==> src/rtl/ecvf_pkg.sv <==
// ----------------------------------------------------------------------------
// Exact-count value filter package
// Shared widths and default settings for the exact-count value filter.
// ----------------------------------------------------------------------------
package ecvf_pkg;

	// Width of one list value and of one selected value.
	localparam int VALUE_W = 32;

	// Width of the target count register.
	localparam int TARGET_W = 5;

	// Target count after reset.
	localparam logic [TARGET_W-1:0] TARGET_RESET = 5'd1;

	// Default number of list entries that can be held.
	localparam int DEFAULT_CAPACITY = 16;

endpackage

==> src/rtl/ecvf_ram.sv <==
// ----------------------------------------------------------------------------
// Exact-count value filter RAM
// Generic single write port, single read port memory with registered read.
// ----------------------------------------------------------------------------
module ecvf_ram #(
	parameter int WIDTH = 32,
	parameter int DEPTH = 16
) (
	input  logic                     clk,
	input  logic                     we,
	input  logic [$clog2(DEPTH)-1:0] waddr,
	input  logic [WIDTH-1:0]         wdata,
	input  logic [$clog2(DEPTH)-1:0] raddr,
	output logic [WIDTH-1:0]         rdata
);

	logic [WIDTH-1:0] mem [DEPTH];
	logic [WIDTH-1:0] rdata_q;

	// Write port and registered read port.
	always_ff @(posedge clk) begin
		if (we) begin
			mem[waddr] <= wdata;
		end
		rdata_q <= mem[raddr];
	end

	assign rdata = rdata_q;

endmodule

==> src/rtl/exact_count_value_filter_unit.sv <==
// ----------------------------------------------------------------------------
// Exact-count value filter
// Collects a list of signed values and reports each distinct value that
// occurs exactly target_count times, in order of first appearance.
// ----------------------------------------------------------------------------
// The block takes one list item per cycle while it is loading; the item with
// end_of_list set closes the list, and items beyond CAPACITY are dropped and
// flagged on every result of that run. After the closing item the block
// holds item_stall high while it selects: each of the L stored entries is
// fetched and then compared against all L entries through the single read
// port of the list memory. Results then leave through an output register one
// at a time, each read, loaded and held until the receiving side takes it; a
// run with no qualifying value gives one result with none_found set. No
// clearing pass is needed after reset. The target count register may only be
// written while the block is loading with no list in progress.
module exact_count_value_filter_unit #(
	parameter int CAPACITY = ecvf_pkg::DEFAULT_CAPACITY
) (
	input  logic                                clk,
	input  logic                                arst_n,
	// Configuration
	input  logic                                cfg_write_en,
	input  logic [ecvf_pkg::TARGET_W-1:0]       cfg_write_data,
	// List items
	input  logic                                item_valid,
	output logic                                item_stall,
	input  logic signed [ecvf_pkg::VALUE_W-1:0] value,
	input  logic                                end_of_list,
	// Results
	output logic                                result_valid,
	input  logic                                result_stall,
	output logic signed [ecvf_pkg::VALUE_W-1:0] selected_value,
	output logic                                none_found,
	output logic                                overflowed,
	output logic                                last_result
);

	import ecvf_pkg::*;

	localparam int AW = $clog2(CAPACITY);
	localparam int CW = $clog2(CAPACITY + 1);
	localparam int CMPW = (CW > TARGET_W) ? CW : TARGET_W;
	localparam logic [CW-1:0] LEN_FULL = CW'(CAPACITY);

	typedef enum logic [2:0] {
		ST_LOAD,
		ST_FETCH,
		ST_LATCH,
		ST_SCAN,
		ST_DECIDE,
		ST_RD_SEL,
		ST_LD_OUT,
		ST_SEND
	} state_t;

	state_t               state_q;
	logic [TARGET_W-1:0]  target_q;
	logic [CW-1:0]        len_q;
	logic                 ovf_q;
	logic [CW-1:0]        sel_len_q;
	logic [CW-1:0]        i_q;
	logic [CW-1:0]        j_q;
	logic [CW-1:0]        k_q;
	logic [VALUE_W-1:0]   elem_q;
	logic [CW-1:0]        count_q;
	logic                 earlier_q;
	logic                 cmp_vld_s1;
	logic [CW-1:0]        j_s1;

	logic                 res_valid_q;
	logic [VALUE_W-1:0]   res_value_q;
	logic                 res_none_q;
	logic                 res_ovf_q;
	logic                 res_last_q;

	logic                 item_xfer;
	logic                 result_xfer;
	logic                 list_we;
	logic [AW-1:0]        list_raddr;
	logic [VALUE_W-1:0]   list_rdata;
	logic                 hit;
	logic [CW-1:0]        i_next;
	logic [CW-1:0]        sel_len_next;
	logic [VALUE_W-1:0]   sel_rdata;

	assign item_stall  = (state_q != ST_LOAD);
	assign item_xfer   = item_valid && (state_q == ST_LOAD);
	assign result_xfer = res_valid_q && !result_stall;

	// Store the item while there is room; a full list drops it.
	assign list_we = item_xfer && (len_q != LEN_FULL);

	// The entry under test is fetched at index i, the scan walks index j.
	assign list_raddr = (state_q == ST_FETCH) ? i_q[AW-1:0] : j_q[AW-1:0];

	// A value qualifies on its first appearance with the exact count.
	assign hit = !earlier_q && (CMPW'(count_q) == CMPW'(target_q));
	assign i_next = CW'(i_q + 1'b1);
	assign sel_len_next = hit ? CW'(sel_len_q + 1'b1) : sel_len_q;

	ecvf_ram #(
		.WIDTH (VALUE_W),
		.DEPTH (CAPACITY)
	) u_list_ram (
		.clk   (clk),
		.we    (list_we),
		.waddr (len_q[AW-1:0]),
		.wdata ($unsigned(value)),
		.raddr (list_raddr),
		.rdata (list_rdata)
	);

	// Selected values are written during the decision step and read only
	// after the scan ends, so the two ports never touch the same entry at once.
	ecvf_ram #(
		.WIDTH (VALUE_W),
		.DEPTH (CAPACITY)
	) u_sel_ram (
		.clk   (clk),
		.we    ((state_q == ST_DECIDE) && hit),
		.waddr (sel_len_q[AW-1:0]),
		.wdata (elem_q),
		.raddr (k_q[AW-1:0]),
		.rdata (sel_rdata)
	);

	// Target count register.
	always_ff @(posedge clk or negedge arst_n) begin
		if (!arst_n) begin
			target_q <= TARGET_RESET;
		end else if (cfg_write_en) begin
			target_q <= cfg_write_data;
		end
	end

	// Sequencer: load, scan, decide and send results.
	always_ff @(posedge clk or negedge arst_n) begin
		if (!arst_n) begin
			state_q     <= ST_LOAD;
			len_q       <= '0;
			ovf_q       <= 1'b0;
			sel_len_q   <= '0;
			i_q         <= '0;
			j_q         <= '0;
			k_q         <= '0;
			count_q     <= '0;
			earlier_q   <= 1'b0;
			cmp_vld_s1  <= 1'b0;
			j_s1        <= '0;
			res_valid_q <= 1'b0;
		end else begin
			cmp_vld_s1 <= 1'b0;

			// Compare stage of the scan: count matches, note earlier ones.
			if (cmp_vld_s1 && (list_rdata == elem_q)) begin
				count_q <= CW'(count_q + 1'b1);
				if (j_s1 < i_q) begin
					earlier_q <= 1'b1;
				end
			end

			case (state_q)
				ST_LOAD: begin
					if (item_xfer) begin
						if (len_q != LEN_FULL) begin
							len_q <= CW'(len_q + 1'b1);
						end else begin
							ovf_q <= 1'b1;
						end
						if (end_of_list) begin
							i_q       <= '0;
							sel_len_q <= '0;
							state_q   <= ST_FETCH;
						end
					end
				end
				ST_FETCH: begin
					j_q     <= '0;
					state_q <= ST_LATCH;
				end
				ST_LATCH: begin
					elem_q    <= list_rdata;
					count_q   <= '0;
					earlier_q <= 1'b0;
					state_q   <= ST_SCAN;
					if (j_q != len_q) begin
						cmp_vld_s1 <= 1'b1;
						j_s1       <= j_q;
						j_q        <= CW'(j_q + 1'b1);
					end
				end
				ST_SCAN: begin
					if (j_q != len_q) begin
						cmp_vld_s1 <= 1'b1;
						j_s1       <= j_q;
						j_q        <= CW'(j_q + 1'b1);
					end else begin
						state_q <= ST_DECIDE;
					end
				end
				ST_DECIDE: begin
					sel_len_q <= sel_len_next;
					i_q       <= i_next;
					if (i_next != len_q) begin
						state_q <= ST_FETCH;
					end else if (sel_len_next == '0) begin
						res_valid_q <= 1'b1;
						res_value_q <= '0;
						res_none_q  <= 1'b1;
						res_ovf_q   <= ovf_q;
						res_last_q  <= 1'b1;
						state_q     <= ST_SEND;
					end else begin
						k_q     <= '0;
						state_q <= ST_RD_SEL;
					end
				end
				ST_RD_SEL: begin
					state_q <= ST_LD_OUT;
				end
				ST_LD_OUT: begin
					res_valid_q <= 1'b1;
					res_value_q <= sel_rdata;
					res_none_q  <= 1'b0;
					res_ovf_q   <= ovf_q;
					res_last_q  <= (CW'(k_q + 1'b1) == sel_len_q);
					state_q     <= ST_SEND;
				end
				ST_SEND: begin
					if (result_xfer) begin
						res_valid_q <= 1'b0;
						if (res_last_q) begin
							len_q     <= '0;
							ovf_q     <= 1'b0;
							sel_len_q <= '0;
							state_q   <= ST_LOAD;
						end else begin
							k_q     <= CW'(k_q + 1'b1);
							state_q <= ST_RD_SEL;
						end
					end
				end
				default: begin
					state_q <= ST_LOAD;
				end
			endcase
		end
	end

	assign result_valid   = res_valid_q;
	assign selected_value = $signed(res_value_q);
	assign none_found     = res_none_q;
	assign overflowed     = res_ovf_q;
	assign last_result    = res_last_q;

endmodule

==> config.mk <==
export PLATFORM = sky130hd
export DESIGN_NAME = exact_count_value_filter_unit
export DESIGN_NICKNAME = d
export VERILOG_FILES = /design/src/rtl/ecvf_pkg.sv /design/src/rtl/ecvf_ram.sv /design/src/rtl/exact_count_value_filter_unit.sv
export SDC_FILE = /design/constraint.sdc
export NUM_CORES = 1
export LEC_CHECK = 0
export BUFFER_PORTS_ARGS = -buffer_cell sky130_fd_sc_hd__buf_2
export CELL_PAD_IN_SITES_DETAIL_PLACEMENT = 2
export CELL_PAD_IN_SITES_GLOBAL_PLACEMENT = 2
export CORE_MARGIN = 1.5
export CORE_UTILIZATION = 43
export DETAILED_ROUTE_END_ITERATION = 7
export PLACE_DENSITY_LB_ADDON = 0.1
export SYNTH_ARGS = -nofsm -noshare
export SYNTH_HDL_FRONTEND = slang
export SYNTH_SLANG_ARGS = --single-unit
==> constraint.sdc <==
create_clock -name clk -period 3.92 [get_ports clk]
set_input_delay 0.392 -clock clk [delete_from_list [all_inputs] [get_ports clk]]
set_output_delay 0.392 -clock clk [all_outputs]
set_load 0.02 [all_outputs]
==> out/qor.csv, run 1 <==
stage,metric,value,unit
route,routed_via_density,5.650,
logic_synthesis,synth_top_area_share,71.04,%
clock_tree,cts_buffer_depth,3,
logic_synthesis,ys_ff_latch,1202,
logic_synthesis,synth_ff_type,edfxtp_1,
route,detail_route.wl_per_cell,28.79,microns
clock_tree,clk_latency,0.73,ns
clock_tree,cts-root-buf,clkbuf_16,
placed_design,port_buffers,79,
sta,slew_headroom,41.12,%
route,ant_nets,0,
global_routing,grt.total_usage,23.59,%
placed_design,dp_hpwl,76710,microns
sta,rsz0062_at_grt,false,
worst_setup_path,startpoint_type,flop,
sta,tightest_slew,0.8816,ns
route,wirelength,125000,microns
worst_setup_path,endpoint_kind,flop,
die,fp-row-count,119,
final_layout,final_common_cell,edfxtp_1,
min_path,min_path_type,input port to flop,
clock_tree,clkTransAtPathRegs,0.06,ns
clock_tree,cts.sinks,1202,
worst_setup_path,rrSetupSlack,0.62,ns
route,vias,24530,
worst_setup_path,cp_slowest_stage_delay,0.67,ns
clock_tree,cts_setup_buffers,0,
sta,min_period,3.304,ns
die,core,105900,sq um
worst_setup_path,ff2ff_path_depth,6,
route,drc,0,
die,die_area,109200,sq um
worst_setup_path,r2r-end,count_q[4]$_DFFE_PN0P_,
die,ioPinCount,80,
global_routing,grt_pass1_wl,187200,microns
clock_tree,cts_inserted_buffers,133,
worst_setup_path,required,4.58,ns
worst_setup_path,crit_path_start,elem_q[28]$_DFFE_PP_,
worst_setup_path,timing.rr.start,elem_q[28]$_DFFE_PP_,
clock_tree,htreeDepth,4,
sta,timing.final.max_slew_violations,0,
logic_synthesis,avgSynthCellArea,17.35,sq um
job,drv_cap,0,
final_layout,area_delta_synth_final,15.31,%
sta,fmax,0.3026,GHz
worst_setup_path,cp-endpoint,count_q[4]$_DFFE_PN0P_,
global_routing,antenna_found_initial,4,
sta,setup_viol,0,
logic_synthesis,yosysTopAreaCell,edfxtp_1,
sta,hold_viol,0,
route,firstDrtPassIters,5,
worst_setup_path,path_cells,xnor2_1 -> nand4_1 -> nor4_1 -> nand3_1 -> or4_1 -> nand2_1,
final_layout,nets,2895,
pwr,ir_drop,0.0005574,V
logic_synthesis,synth_enable_flop_cells,1091,
logic_synthesis,syn_nets,2717,
run_status,run_status,"finished, final reports clean",
die,start_util,43.56,%
global_routing,grt_pass1_vias,27730,
logic_synthesis,async_flop_share,3.910,%
final_layout,finish.utilization,50.23,%
worst_setup_path,crit_slowest_cell,edfxtp_1,
clock_tree,tritoncts,built,
die,die_h,330.5,microns
worst_setup_path,timing.critical_path.arrival,3.97,ns
final_layout,drive_gt1_share,19.26,%
global_routing,grt_max_degree,83,
route,drtIter0Drc,1590,
global_routing,grt_overflow_total,0,
final_layout,final_cell_mix,"edfxtp_1, nand2_1, nand3_1, mux4_2, clkbuf_16",
worst_setup_path,worstSetupPathType,flop to flop,
logic_synthesis,synth-seq-area-share,76.37,%
logic_synthesis,synth-warning-count,0,
die,chipWidth,330.5,microns
worst_setup_path,crit_fanout,17,
logic_synthesis,synth_area,46120,sq um
placed_design,finalWeightedCongestion,0.7938,
logic_synthesis,yosysUniqueCellTypes,60,
sta,hold_ws,0.05950,ns
sta,clock_skew,0.01515,ns
sta,fin_crit_sh,84.30,%
pwr,cellPowerDensity,708.2,nW/um^2
min_path,hp-start,value[27],
logic_synthesis,synth_area_leaders,"edfxtp_1, mux4_2, nand2_1",
logic_synthesis,synth_cells,2658,
pwr,power_leakage,17.96,nW
==> synthesized netlist by cell type, drive strengths merged, types with 2 or more instances <==
cell and count:
nor2 28, o2bb2ai 2, or3 2, nand3 203, a21o 5, mux4 160
o21ai 16, nor4 4, and3 13, o22ai 3, nand2b 3, dfxtp 64
inv 21, or4 3, dfrtp 46, buf 71, a31oi 2, and2 41
mux2 16, xor2 24, o221ai 32, o211ai 4, xnor2 38, a32oi 32
a21oi 10, or2 3, edfxtp 1091, ha 16, nor3 13, nand2 477
a22o 6, a211oi 2, clkbuf 68, nand4 14, a211o 3, mux2i 101
a32o 3, nor3b 4
==> report_power, final <==
group | internal (mW) | switching (mW) | total (mW) | leakage [nW]
Combinational | 3.85 | 5.81 | 9.66 | 4.95
Sequential | 15.0 | 1.04 | 16.1 | 11.0
Clock | 6.90 | 5.04 | 11.9 | 2.04
==> critical path, delay by kind of cell (launching register included) <==
family / cells / cell delay [ns]
and+or+nand+nor: 5 / 2.05
DFF: 1 / 0.67
xor gates and xnor gates: 1 / 0.51
==> timing repair <==
| action | in CTS | in global routing |
|---|---|---|
| endpoints found under the setup margin | 0 | 0 |
| hold buffers | 21 | 0 |
| resized for setup | 0 | 0 |
| endpoints found under the hold margin | 121 | 0 |
==> how the worst min path moves through the flow <==
stage,end,slack [ns],cells after the start
after global routing,u_list_ram.mem[13][27]$_DFFE_PP_,0.03,1
after floorplan,cmp_vld_s1$_DFF_PN0_,0.1,0
final,u_list_ram.mem[0][27]$_DFFE_PP_,0.06,1
after global placement,state_q[0]$_DFFE_PN0P_,0.31,1
after detailed placement,state_q[0]$_DFFE_PN0P_,0.31,1
after CTS,u_list_ram.mem[14][27]$_DFFE_PP_,0.0006,1
==> state kept, by name, summed over array words and instances (netlist names), 3 cells and up <==
| signal | flops |
|---|---|
| u_list_ram.mem | 512 |
| u_sel_ram.mem | 512 |
| elem_q | 32 |
| selected_value | 32 |
| u_list_ram.rdata | 32 |
| u_sel_ram.rdata | 32 |
| count_q | 5 |
| i_q | 5 |
| j_q | 5 |
| j_s1 | 5 |
| k_q | 5 |
| len_q | 5 |
| sel_len_q | 5 |
| target_q | 5 |
| state_q | 3 |
==> through the flow <==
| step | instances | setup WS [ns] | cell area, sq um | power [mW] | setup TNS [ns] |
|---|---|---|---|---|---|
| detailed placement | 4071 | 0.4359 | 48810 | 26.07 | 0 |
| CTS | 4340 | 0.4193 | 53170 | 38.18 | 0 |
| global route | 4341 | 0.4549 | 53170 | 39.31 | 0 |
| finish | 4342 | 0.6155 | 53180 | 37.66 | 0 |
| global placement | 4071 | 0.4622 | 48810 | 25.59 | 0 |
| floorplan | 2658 | -0.08023 | 46140 | 22.28 | -7.693 |
==> per-layer routing <==
| metal | routed length, microns | track usage (%) | part of all wire (%) | vias to the layer above |
|---|---|---|---|---|
| met5 | 13 | 0 | 0.010 | - |
| met4 | 3262 | 7.127 | 2.6 | 2 |
| met3 | 3534 | 3.102 | 2.8 | 193 |
| met2 | 66000 | 42.15 | 53 | 461 |
| met1 | 52200 | 29.91 | 42 | 13220 |
| li1 | - | - | - | 10660 |
==> cell type report <==
class,count,area [sq um]
diodes,2,5.005
clock buffers,193,3770
clock inverters,55,385.4
fillers,9353,52690
inverters,21,78.83
multi-input cells,1296,10430
flip-flops and latches,1202,35230
well taps,1391,1740
repair buffers,182,1534
==> logic make-up (layout without fill, tap and decap cells) <==
logic type                 after synthesis  after routing  synth area share [%]
AOI/OAI and AO/OA                      131            131                 2.263
xor gates and xnor gates                64             64                 1.278
adders and majority gates               16             16                0.4341
buffers and inverters                  160            451                 1.560
DFF                                   1202           1202                 76.37
muxes                                  277            277                 10.41
other                                    0              2                     0
and+or+nand+nor                        808            808                 7.686
(Power assumes the default switching activity.)
==> run 2, diff against run 1 <==
==> constraint.sdc (replaced) <==
create_clock -name clk -period 2.7 [get_ports clk]
set_input_delay 0.27 -clock clk [delete_from_list [all_inputs] [get_ports clk]]
set_output_delay 0.27 -clock clk [all_outputs]
set_load 0.02 [all_outputs]
==> run 2 against run 1 <==
Net effect: count of clock-buffer cells in the layout shrank 13; clock power grew 57%; combinational power grew 61%; first-iteration DRC count shrank 2.0%; via count grew 2.9%; final area grew 3.5%; largest cell class unchanged.
==> out/qor.csv, run 2 (synthesis results as in run 1) <==
stage,metric,value,unit,change
pwr,ir_drop,0.0005988,V,+7.4%
route,ant_nets,0,,unchanged
route,wirelength,131100,microns,+4.9%
sta,min_period,2.628,ns,-0.6764 ns
clock_tree,cts_buffer_depth,3,,unchanged
worst_setup_path,crit_fanout,35,,+18
final_layout,multi_input_area,10490,sq um,+0.53%
pwr,p_int,39.30,mW,+53%
clock_tree,cts_setup_buffers,0,,unchanged
run_status,run_status,"finished, final reports clean",,
worst_setup_path,required,3.10,ns,-1.48 ns
clock_tree,htreeDepth,4,,unchanged
die,core,105900,sq um,unchanged
route,detail_route.wl_per_cell,29.44,microns,+2.3%
worst_setup_path,endpoint_kind,flop,,
final_layout,drive_gt1_share,22.40,%,+3.1 points
sta,tightest_slew,0.8802,ns,-0.001350 ns
placed_design,finalWeightedCongestion,0.7950,,+0.15%
sta,fmax,0.3805,GHz,+26%
pwr,swShare,31.26,%,-0.30 points
min_path,hold_depth,4,,+3
final_layout,fin_area,55030,sq um,+3.5%
pwr,seqPwrFrac,40.1,%,-2.5 points
placed_design,post-place-ws,0.03852,ns,-0.3974 ns
die,die_area,109200,sq um,unchanged
clock_tree,cts-root-buf,clkbuf_16,,
route,drtIter0Drc,1558,,-2.0%
final_layout,reg_top3,"u_list_ram.mem x512, u_sel_ram.mem x512",,
pwr,clkPwrFrac,32.7,%,+1.0 points
worst_setup_path,timing.critical_path.arrival,3.03,ns,-0.94 ns
worst_setup_path,ff2ff_path_depth,8,,+2
clock_tree,clkTransAtPathRegs,0.06,ns,about the same
final_layout,nets,3010,,+4.0%
die,die_h,330.5,microns,unchanged
clock_tree,cts_inserted_buffers,134,,+0.75%
die,start_util,43.56,%,unchanged
final_layout,final_cell_mix,"edfxtp_1, nand2_1, nand3_1, mux4_2, clkbuf_16",,
global_routing,grt.total_usage,24.55,%,+0.96 points
worst_setup_path,worstSetupPathType,flop to flop,,
job,drv_cap,0,,unchanged
route,routed_via_density,5.666,,+0.29%
route,firstDrtPassIters,6,,+1
sta,setup_viol,0,,unchanged
worst_setup_path,startpoint_type,flop,,
final_layout,stdcell_count,4454,,+2.6%
global_routing,antenna_found_initial,7,,+3
route,vias,25240,,+2.9%
final_layout,antennaDiodeCount,0,,-2
pwr,pwr-share-comb,27.2,%,+1.5 points
min_path,min_path_type,input port to flop,,
clock_tree,clk_latency,0.74,ns,about the same
placed_design,dp_hpwl,78630,microns,+2.5%
die,chipWidth,330.5,microns,unchanged
final_layout,area_delta_synth_final,19.34,%,
placed_design,placed_area,50010,sq um,+2.5%
sta,fin_crit_sh,97.34,%,+13 points
sta,slew_headroom,41.21,%,+0.090 points
sta,hold_ws,0.09968,ns,+0.04018 ns
sta,clock_skew,0.02200,ns,+0.006848 ns
sta,rsz0062_at_grt,false,,
pwr,power_leakage,18.84,nW,+4.9%
global_routing,grt_pass1_vias,28150,,+1.5%
pwr,switching_power,17.88,mW,+50%
clock_tree,tritoncts,built,,
global_routing,grt_max_degree,63,,-24%
die,ioPinCount,80,,unchanged
final_layout,seq_area,35230,sq um,unchanged
final_layout,final_common_cell,edfxtp_1,,
global_routing,grt_pass1_wl,193300,microns,+3.3%
route,drc,0,,unchanged
die,fp-row-count,119,,unchanged
sta,fin_ws,0.07193,ns,-0.5436 ns
final_layout,fill_cells,9266,,-0.93%
clock_tree,cts.sinks,1202,,unchanged
global_routing,grt_overflow_total,0,,unchanged
placed_design,port_buffers,79,,unchanged
sta,hold_viol,0,,unchanged
sta,timing.final.max_slew_violations,0,,unchanged
placed_design,place_inst,4159,,+2.2%
pwr,cellPowerDensity,1039,nW/um^2,+47%
## run 2: changes by cell type in the layout (fill, tap and decap cells not counted), moves of 3 or more
cell / previous run / this run
buf_12: 25 / 66
buf_4: 57 / 101
dlygate4sd3_1: 21 / 46
clkbuf_8: 11 / 19
clkinv_2: 19 / 23
buf_6: 0 / 3
clkbuf_1: 44 / 21
nor3_4: 4 / 7
bufinv_16: 3 / 12
## run 2: power by group through the flow
| stage | clock, mW | sequential, mW | combinational (mW) |
|---|---|---|---|
| after global routing | 19.7 | 23.0 | 16.8 |
| final | 18.7 | 22.9 | 15.6 |
| after CTS | 19.1 | 22.9 | 15.7 |
| after detailed placement | 0 | 23.3 | 15.4 |
| after floorplan | 0 | 22.8 | 9.51 |
| after global placement | 0 | 23.2 | 14.8 |
## run 2: metrics by stage
| stage | setup TNS [ns] | utilization, % | power (mW) |
|---|---|---|---|
| floorplan | -85.49 | - | 32.36 |
| global placement | 0 | 47.24 | 37.98 |
| detailed placement | 0 | 47.24 | 38.75 |
| CTS | 0 | 51.95 | 57.79 |
| global route | 0 | 51.99 | 59.50 |
| finish | 0 | 51.99 | 57.18 |
## run 2: final timing paths
kind,end,from,slack [ns]
max in group asynchronous,sel_len_q[0]$_DFFE_PN0P_,arst_n,1.46
max,selected_value[17]$_SDFFCE_PN0P_,count_q[3]$_DFFE_PN0P_,0.07
min in group asynchronous,j_q[0]$_DFFE_PN0P_,arst_n,0.29
min reg2reg,elem_q[13]$_DFFE_PP_,u_list_ram.rdata[13]$_DFF_P_,0.46
min,state_q[0]$_DFFE_PN0P_,item_valid,0.1
max reg2reg,selected_value[17]$_SDFFCE_PN0P_,count_q[3]$_DFFE_PN0P_,0.07
## run 2: cell type report
cell class / count / share of cell area, %
Sequential cell: 1202 / 64.01
Multi-Input combinational cell: 1297 / 19.06
Clock buffer: 180 / 6.984
Timing Repair Buffer: 295 / 5.395
Tap cell: 1391 / 3.162
Clock inverter: 68 / 1.244
Inverter: 21 / 0.1432
## run 2: worst max-delay path, cell delays in order (launching register included)
cell	delay [ns]
dfrtp_1	0.42
xor2_1	0.32
nor4_4	0.09
buf_4	0.17
a2111o_1	0.45
nand2_1	0.10
and3_1	0.22
o2111a_2	0.23
buf_12	0.22
## run 2: timing repair
item,CTS,global route
hold buffers,46,0
endpoints found under the hold margin,565,0
gates resized for setup,0,5
endpoints found under the setup margin,0,23
## run 2: per-layer routing
metal / vias up / GRT usage (%) / part of all wire (%)
met5: - / 0 / 0.0076
met4: 2 / 6.800 / 2.2
li1: 10880 / - / -
met3: 179 / 3.432 / 3.5
met2: 565 / 43.48 / 52
met1: 13610 / 31.60 / 42
